## config.mk

```make
export PLATFORM = sky130hd
export DESIGN_NAME = vdfe_queue
export DESIGN_NICKNAME = d
export VERILOG_FILES = /design/src/assert_macros.svh /design/src/vdfe_pkg.sv /design/src/vdfe_queue.sv
export SDC_FILE = /design/constraint.sdc
export NUM_CORES = 1
export LEC_CHECK = 0
export ABC_AREA = 1
export BUFFER_PORTS_ARGS = -buffer_cell sky130_fd_sc_hd__buf_2
export CAP_MARGIN = 25
export CORE_MARGIN = 3
export CORE_UTILIZATION = 52
export DETAILED_ROUTE_END_ITERATION = 16
export GPL_ROUTABILITY_DRIVEN = 0
export HOLD_SLACK_MARGIN = 0.12
export PLACE_DENSITY = 0.79
export SYNTH_ARGS = -nofsm -noshare
export SYNTH_HDL_FRONTEND = slang
export SYNTH_SLANG_ARGS = --single-unit
```

## constraint.sdc

```tcl
create_clock -name i_clk -period 10.47 [get_ports i_clk]
set_clock_uncertainty 0.1 [all_clocks]
set_input_delay 0.5235 -clock i_clk [delete_from_list [all_inputs] [get_ports i_clk]]
set_output_delay 0.5235 -clock i_clk [all_outputs]
set_load 0.05 [all_outputs]
```

## src/assert_macros.svh

```systemverilog
// assertion helpers, included by the top-level unit
`ifndef ASSERT_MACROS_SVH
`define ASSERT_MACROS_SVH

// checked only out of reset
`define VDFE_ASSERT(label, clk, rst_n, prop, msg) \
    label: assert property (@(posedge clk) disable iff (!rst_n) prop) else $error(msg);

// checked on every edge, reset included
`define VDFE_ASSERT_ALWAYS(label, clk, prop, msg) \
    label: assert property (@(posedge clk) prop) else $error(msg);

`endif

```

## src/vdfe_pkg.sv

```systemverilog
// ----------------------------------------------------------------------------
// vdfe_pkg
// shared types, constants and helpers of the voxel displacement field engine
// ----------------------------------------------------------------------------
package vdfe_pkg;

    localparam int GRID_X = 32;
    localparam int GRID_Y = 32;
    localparam int GRID_Z = 32;
    localparam int VOXELS = GRID_X * GRID_Y * GRID_Z;
    localparam int IDX_W  = $clog2(VOXELS);
    // signed linear index of a corner, coordinates run from -1 to 33
    localparam int LIN_W  = $clog2(34 * GRID_X * GRID_Y + 34 * GRID_X + 35) + 1;
    localparam int LOC_W  = 13;
    localparam int VAL_W  = 32;
    localparam int PRB_W  = 15;
    localparam int CRD_W  = PRB_W - 7;
    localparam int QDEPTH = 2;
    localparam int QPTR_W = 1;
    localparam int QCNT_W = 2;

    localparam logic [1:0] REG_DELTA = 2'd0;
    localparam logic [1:0] REG_INV   = 2'd1;
    localparam logic [1:0] REG_GAMMA = 2'd2;

    typedef enum logic [1:0] {
        OP_ACC    = 2'd0,
        OP_FILL   = 2'd1,
        OP_SAMPLE = 2'd2,
        OP_ENERGY = 2'd3
    } t_op;

    typedef struct packed {
        t_op                     op;
        logic [LOC_W-1:0]        loc_x;
        logic [LOC_W-1:0]        loc_y;
        logic [LOC_W-1:0]        loc_z;
        logic signed [VAL_W-1:0] val_x;
        logic signed [VAL_W-1:0] val_y;
        logic signed [VAL_W-1:0] val_z;
        logic [IDX_W-1:0]        acc_idx;
        logic                    acc_oob;
    } t_cmd;

    typedef struct packed {
        logic clearing;
        logic busy;
    } t_be_st;

    typedef enum logic [4:0] {
        ST_CLEAR,
        ST_IDLE,
        ST_FILL,
        ST_ACC_RD,
        ST_ACC_WR,
        ST_CRN_ADDR,
        ST_CRN_WGT,
        ST_CRN_PROD,
        ST_CRN_ACC,
        ST_SMP_FIN,
        ST_JAC_MUL,
        ST_JAC_SAT,
        ST_SUM_MUL,
        ST_SUM_ACC,
        ST_GAM_MUL,
        ST_GAM_FIN
    } t_bstate;

    function automatic logic signed [31:0] sat32(input logic signed [63:0] v);
        logic signed [31:0] r;
        if (v > 64'sh0000_0000_7FFF_FFFF) begin
            r = 32'sh7FFF_FFFF;
        end else if (v < -64'sh0000_0000_8000_0000) begin
            r = 32'sh8000_0000;
        end else begin
            r = v[31:0];
        end
        return r;
    endfunction

endpackage

```

## src/vdfe_queue.sv

```systemverilog
// ----------------------------------------------------------------------------
// vdfe_queue
// short command queue between the front and back parts
// ----------------------------------------------------------------------------
module vdfe_queue (
    input  logic                          i_clk,
    input  logic                          i_rst_n,
    input  logic                          i_push,
    input  vdfe_pkg::t_cmd                i_cmd,
    input  logic                          i_pop,
    output logic                          o_full,
    output logic                          o_empty,
    output logic [vdfe_pkg::QCNT_W-1:0]   o_count,
    output vdfe_pkg::t_cmd                o_cmd
);
    vdfe_pkg::t_cmd                      r_slot [vdfe_pkg::QDEPTH];
    logic [vdfe_pkg::QPTR_W-1:0]         r_wp, n_wp;
    logic [vdfe_pkg::QPTR_W-1:0]         r_rp, n_rp;
    logic [vdfe_pkg::QCNT_W-1:0]         r_cnt, n_cnt;

    assign o_full  = (r_cnt == vdfe_pkg::QCNT_W'(vdfe_pkg::QDEPTH));
    assign o_empty = (r_cnt == '0);
    assign o_count = r_cnt;
    assign o_cmd   = r_slot[r_rp];

    always_comb begin
        n_wp  = r_wp;
        n_rp  = r_rp;
        n_cnt = r_cnt;
        if (i_push) begin
            n_wp = r_wp + 1'b1;
        end
        if (i_pop) begin
            n_rp = r_rp + 1'b1;
        end
        if (i_push && !i_pop) begin
            n_cnt = r_cnt + 1'b1;
        end else if (!i_push && i_pop) begin
            n_cnt = r_cnt - 1'b1;
        end
    end

    always_ff @(posedge i_clk) begin
        if (!i_rst_n) begin
            r_wp  <= '0;
            r_rp  <= '0;
            r_cnt <= '0;
        end else begin
            r_wp  <= n_wp;
            r_rp  <= n_rp;
            r_cnt <= n_cnt;
        end
    end

    always_ff @(posedge i_clk) begin
        if (i_push) begin
            r_slot[r_wp] <= i_cmd;
        end
    end
endmodule

```

==> Word level (Yosys, flattened, before mapping) <==
Memories as Yosys holds them, arrays and structs flattened. A register that Yosys moved wholly into a read port is not among the register bits.
Cells that the tools add are included.
{ "word_totals": {"regBits": 4, "latchBits": 0, "ramBits": 306, "mem_bits_ro": 0, "output_inout_bits": 157, "n_memories": 1} }
{ "classes": {"add_sub_neg": 4, "n_mul": 0, "div": 0, "order_cmp": 0, "eq_ne": 1, "n_shift": 0, "n_mux": 6, "bitwise": 0, "n_reduce_logical": 6} }
{ "memory_table": {"columns": ["memory", "depth", "width", "read_ports", "rd_ports_with_merged_regs", "write_ports", "line", "source"], "rows": [
  ["r_slot", 2, 153, 1, 1, 1, "vdfe_queue.sv:16", "vdfe_pkg::t_cmd r_slot [vdfe_pkg::QDEPTH];"]
]} }
{ "ops": {"columns": ["op", "count"], "rows": [
  ["2-to-1 mux 1 bit", 4],
  ["2-to-1 mux 2 bit", 2],
  ["adder 1 bit (second input constant)", 2],
  ["adder 2 x 1 -> 2 bit (second input constant)", 1],
  ["== test 2 bit (second input constant)", 1],
  ["logical AND 1 bit", 2],
  ["logical NOT 1 bit", 2],
  ["logical NOT 2 bit", 1],
  ["nonzero test 2 bit", 1],
  ["subtractor 2 x 1 -> 2 bit (second input constant)", 1]
]} }

==> Depth between registers and ports, before layout <==
{ "logic_depth": {"ltp_word": 4, "depth_mapped": 8, "depth_no_buf": 8} }

==> Least setup slack after synthesis <==
No wires, ideal clock.
{ "synth_path": {"kind": "input to register", "from": "input port i_push", "to": "memory r_slot[0][0] in the netlist's numbering, enable pin", "setup_ns": 0.672, "arrival_time_ns": 6.960, "slack_ns": 2.738, "stages": 2, "path_buffers": 0, "path_cell_list": "inv_1 nor2_1"} }
{ "synth_between": {"elab_chain_len": 2} }
{ "synth_rtl": {"columns": ["element", "line", "source"], "rows": [
  ["start, declared", "vdfe_queue.sv:8", "input logic i_push,"],
  ["2-to-1 mux 1 bit", "vdfe_queue.sv:56", "if (i_push) begin"],
  ["2-to-1 mux 1 bit (implied by the code)", "vdfe_queue.sv:57", "r_slot[r_wp] <= i_cmd;"],
  ["end, declared", "vdfe_queue.sv:16", null]
]} }
Every way passes these cells.

==> metrics.csv <==
metric,value,unit
cts_setup_buffers,0,
grt_use_total,0.207,
gr-total-overflow,0,
fp.coreArea,21400,µm²
place_ws,7.35,ns
reg2reg_depth,4,
cts_buffer_depth,3,
synth_cell_types,14,
grt_max_degree,79,
ant_nets,0,
regArea,9290,µm²
post_cts_resize_count,0,
fmax,308,MHz
yosys_warnings,0,
min_period_over_period,0.311,
place_area,13400,µm²
ios,314,
dp.cells,1089,
finalHoldViolations,0,
cts_made_buffers,30,
synth.area.top_cells,"edfxtp_1 80%, mux2_4 9.1%, mux2_2 8.1%, buf_6 0.88%, dfxtp_1 0.87%",
cts-root-buf,clkbuf_16,
fp-row-count,53,
critical_path_class,reg -> out,
design_area,16000,µm²
synth_largest_area_cell,edfxtp_1,
holdWs,0.186,ns
endpoint_kind,output port,
clock-sinks,311,
cp-start-kind,register,
cap_violations,0,
cts_tree,yes,
synth_nets,669,
synth_top_area_share,0.796,
crit_fanout,66,
antenna_found_initial,2,
hpwl,14.8,mm
vias,6657,
wl_per_cell,19.9,µm
multi_input_area,2090,µm²
async_flop_share,0,
outcome,"complete, no violations",
synth.top_cells.by_count,"306 x edfxtp_1, 83 x mux2_2, 70 x mux2_4, 9 x buf_6, 9 x nor2_1",
hold_depth,3,
clkTransAtPathRegs,0.06,ns
syn-cell-area,11500,µm²
rsz0062_at_grt,no,
portBuffers,313,
grt_pass1_vias,7117,
nets,1159,
fill_cells,1178,
totalPowerFinal,3.04,mW
fin_util,0.747,
cp_slowest_cell,buf_4,
synth.avg_cell_area,22.6,µm²
synth_flop_cell,edfxtp_1,
drv_slew,0,
area_growth,38.7,%
fin_crit,3.25,ns
arrival,2.63,ns
yosysMostFrequentCell,edfxtp_1,
worstMarginPinSlew,1.01,ns
via_per_inst,5.12,
ir_drop,0.168,mV
first_iter_violations,401,
layout-drive-gt1-share,0.513,
tns,0,ns
wl,25.9,mm
cellPowerDensity,190,nW/µm²
synth-edff-count,306,
postCtsHoldBufs,154,
required,9.85,ns
seq_area_frac_synth,0.805,
slew_headroom,0.328,
dr.pass1.iters,4,
power_leakage,6.28,nW
die_x,155,µm
ys_seq_elements,311,
clock_latency,0.54,ns
htree_levels,1,
drc_errors,0,
grt_pass1_wl,39.0,mm
slowest_delay,0.76,ns
die_y,155,µm
critPathTopFamily,buffers and inverters,
die_area,24000,µm²
final_cell_count_no_fill,1300,
setup_ws,7.22,ns
synth_cells,511,
hold_path.class,in -> reg,
crit_path_cell_trace,buf_4 > mux2_2 > buf_2,
crit_cells,3,
finalSetupViolations,0,
path_buf_inv,2,
initial_core_util,0.539,
==> worst register-to-register path, delay by kind of cell (launching register included) <==
| family | cells | cell delay, ns |
|---|---|---|
| DFF | 1 | 0.35 |
| and+or+nand+nor | 1 | 0.11 |
| buffers and inverters | 3 | 1.55 |
==> cell families (layout without fill, tap and decap cells) <==
kind of cell | count (synthesis) | after routing | share of synthesized area
multiplexers | 153 | 153 | 0.172
flip-flops | 311 | 311 | 0.805
other | 0 | 2 | 0
adder cells (fa/ha/maj) | 1 | 1 | 0.00108
AND/OR/NAND/NOR | 19 | 19 | 0.00650
buffers and inverters | 25 | 537 | 0.0148
AO/OA/AOI/OAI | 2 | 2 | 0.000866
==> worst paths after layout <==
check / from / to / slack, ns
setup / recovery: register / o_cmd[145] / 7.22
hold / removal: i_pop / register / 0.19
setup reg to reg: r_wp / r_slot[0][74] / 7.90
hold reg to reg: r_rp / register / 0.41
==> layout make-up <==
class | instances | share of cell area
inverters | 8 | 0.00219
flip-flops and latches | 311 | 0.581
repair buffers | 475 | 0.202
clock buffers | 37 | 0.0511
well taps | 275 | 0.0215
multi-input cells | 175 | 0.131
diodes | 2 | 0.000313
clock inverters | 17 | 0.0120
==> layout by cell type, fill, tap and decap left out, drive strengths merged <==
cell type / count
bufinv: 4
nand2: 8
o21ai: 1
dlygate4sd3: 154
edfxtp: 306
clkinvlp: 2
diode: 2
ha: 1
clkinv: 11
nand4: 1
a21oi: 1
nor2: 9
clkbuf: 37
buf: 321
inv: 8
nand3: 1
mux2: 153
dfxtp: 5
==> routing by layer <==
layer | GRT usage | share of wire
met3 | 0.0509 | 0.088
met4 | 0.0711 | 0.031
met2 | 0.368 | 0.52
met1 | 0.248 | 0.36
met5 | 0 | 0
==> flip-flops by register name (all words and copies together), names as in the netlist, named ones only <==
name / cells
o_count: 2
r_wp: 1
r_slot: 306
r_rp: 1
==> where the power goes <==
part	internal (mW)	switching (mW)	leakage, nW	total, mW
logic	0.169	0.322	2.87	0.490
clock network	0.651	0.436	0.496	1.09
registers	1.44	0.0206	2.91	1.46
Power figures use the tool's default switching activity.
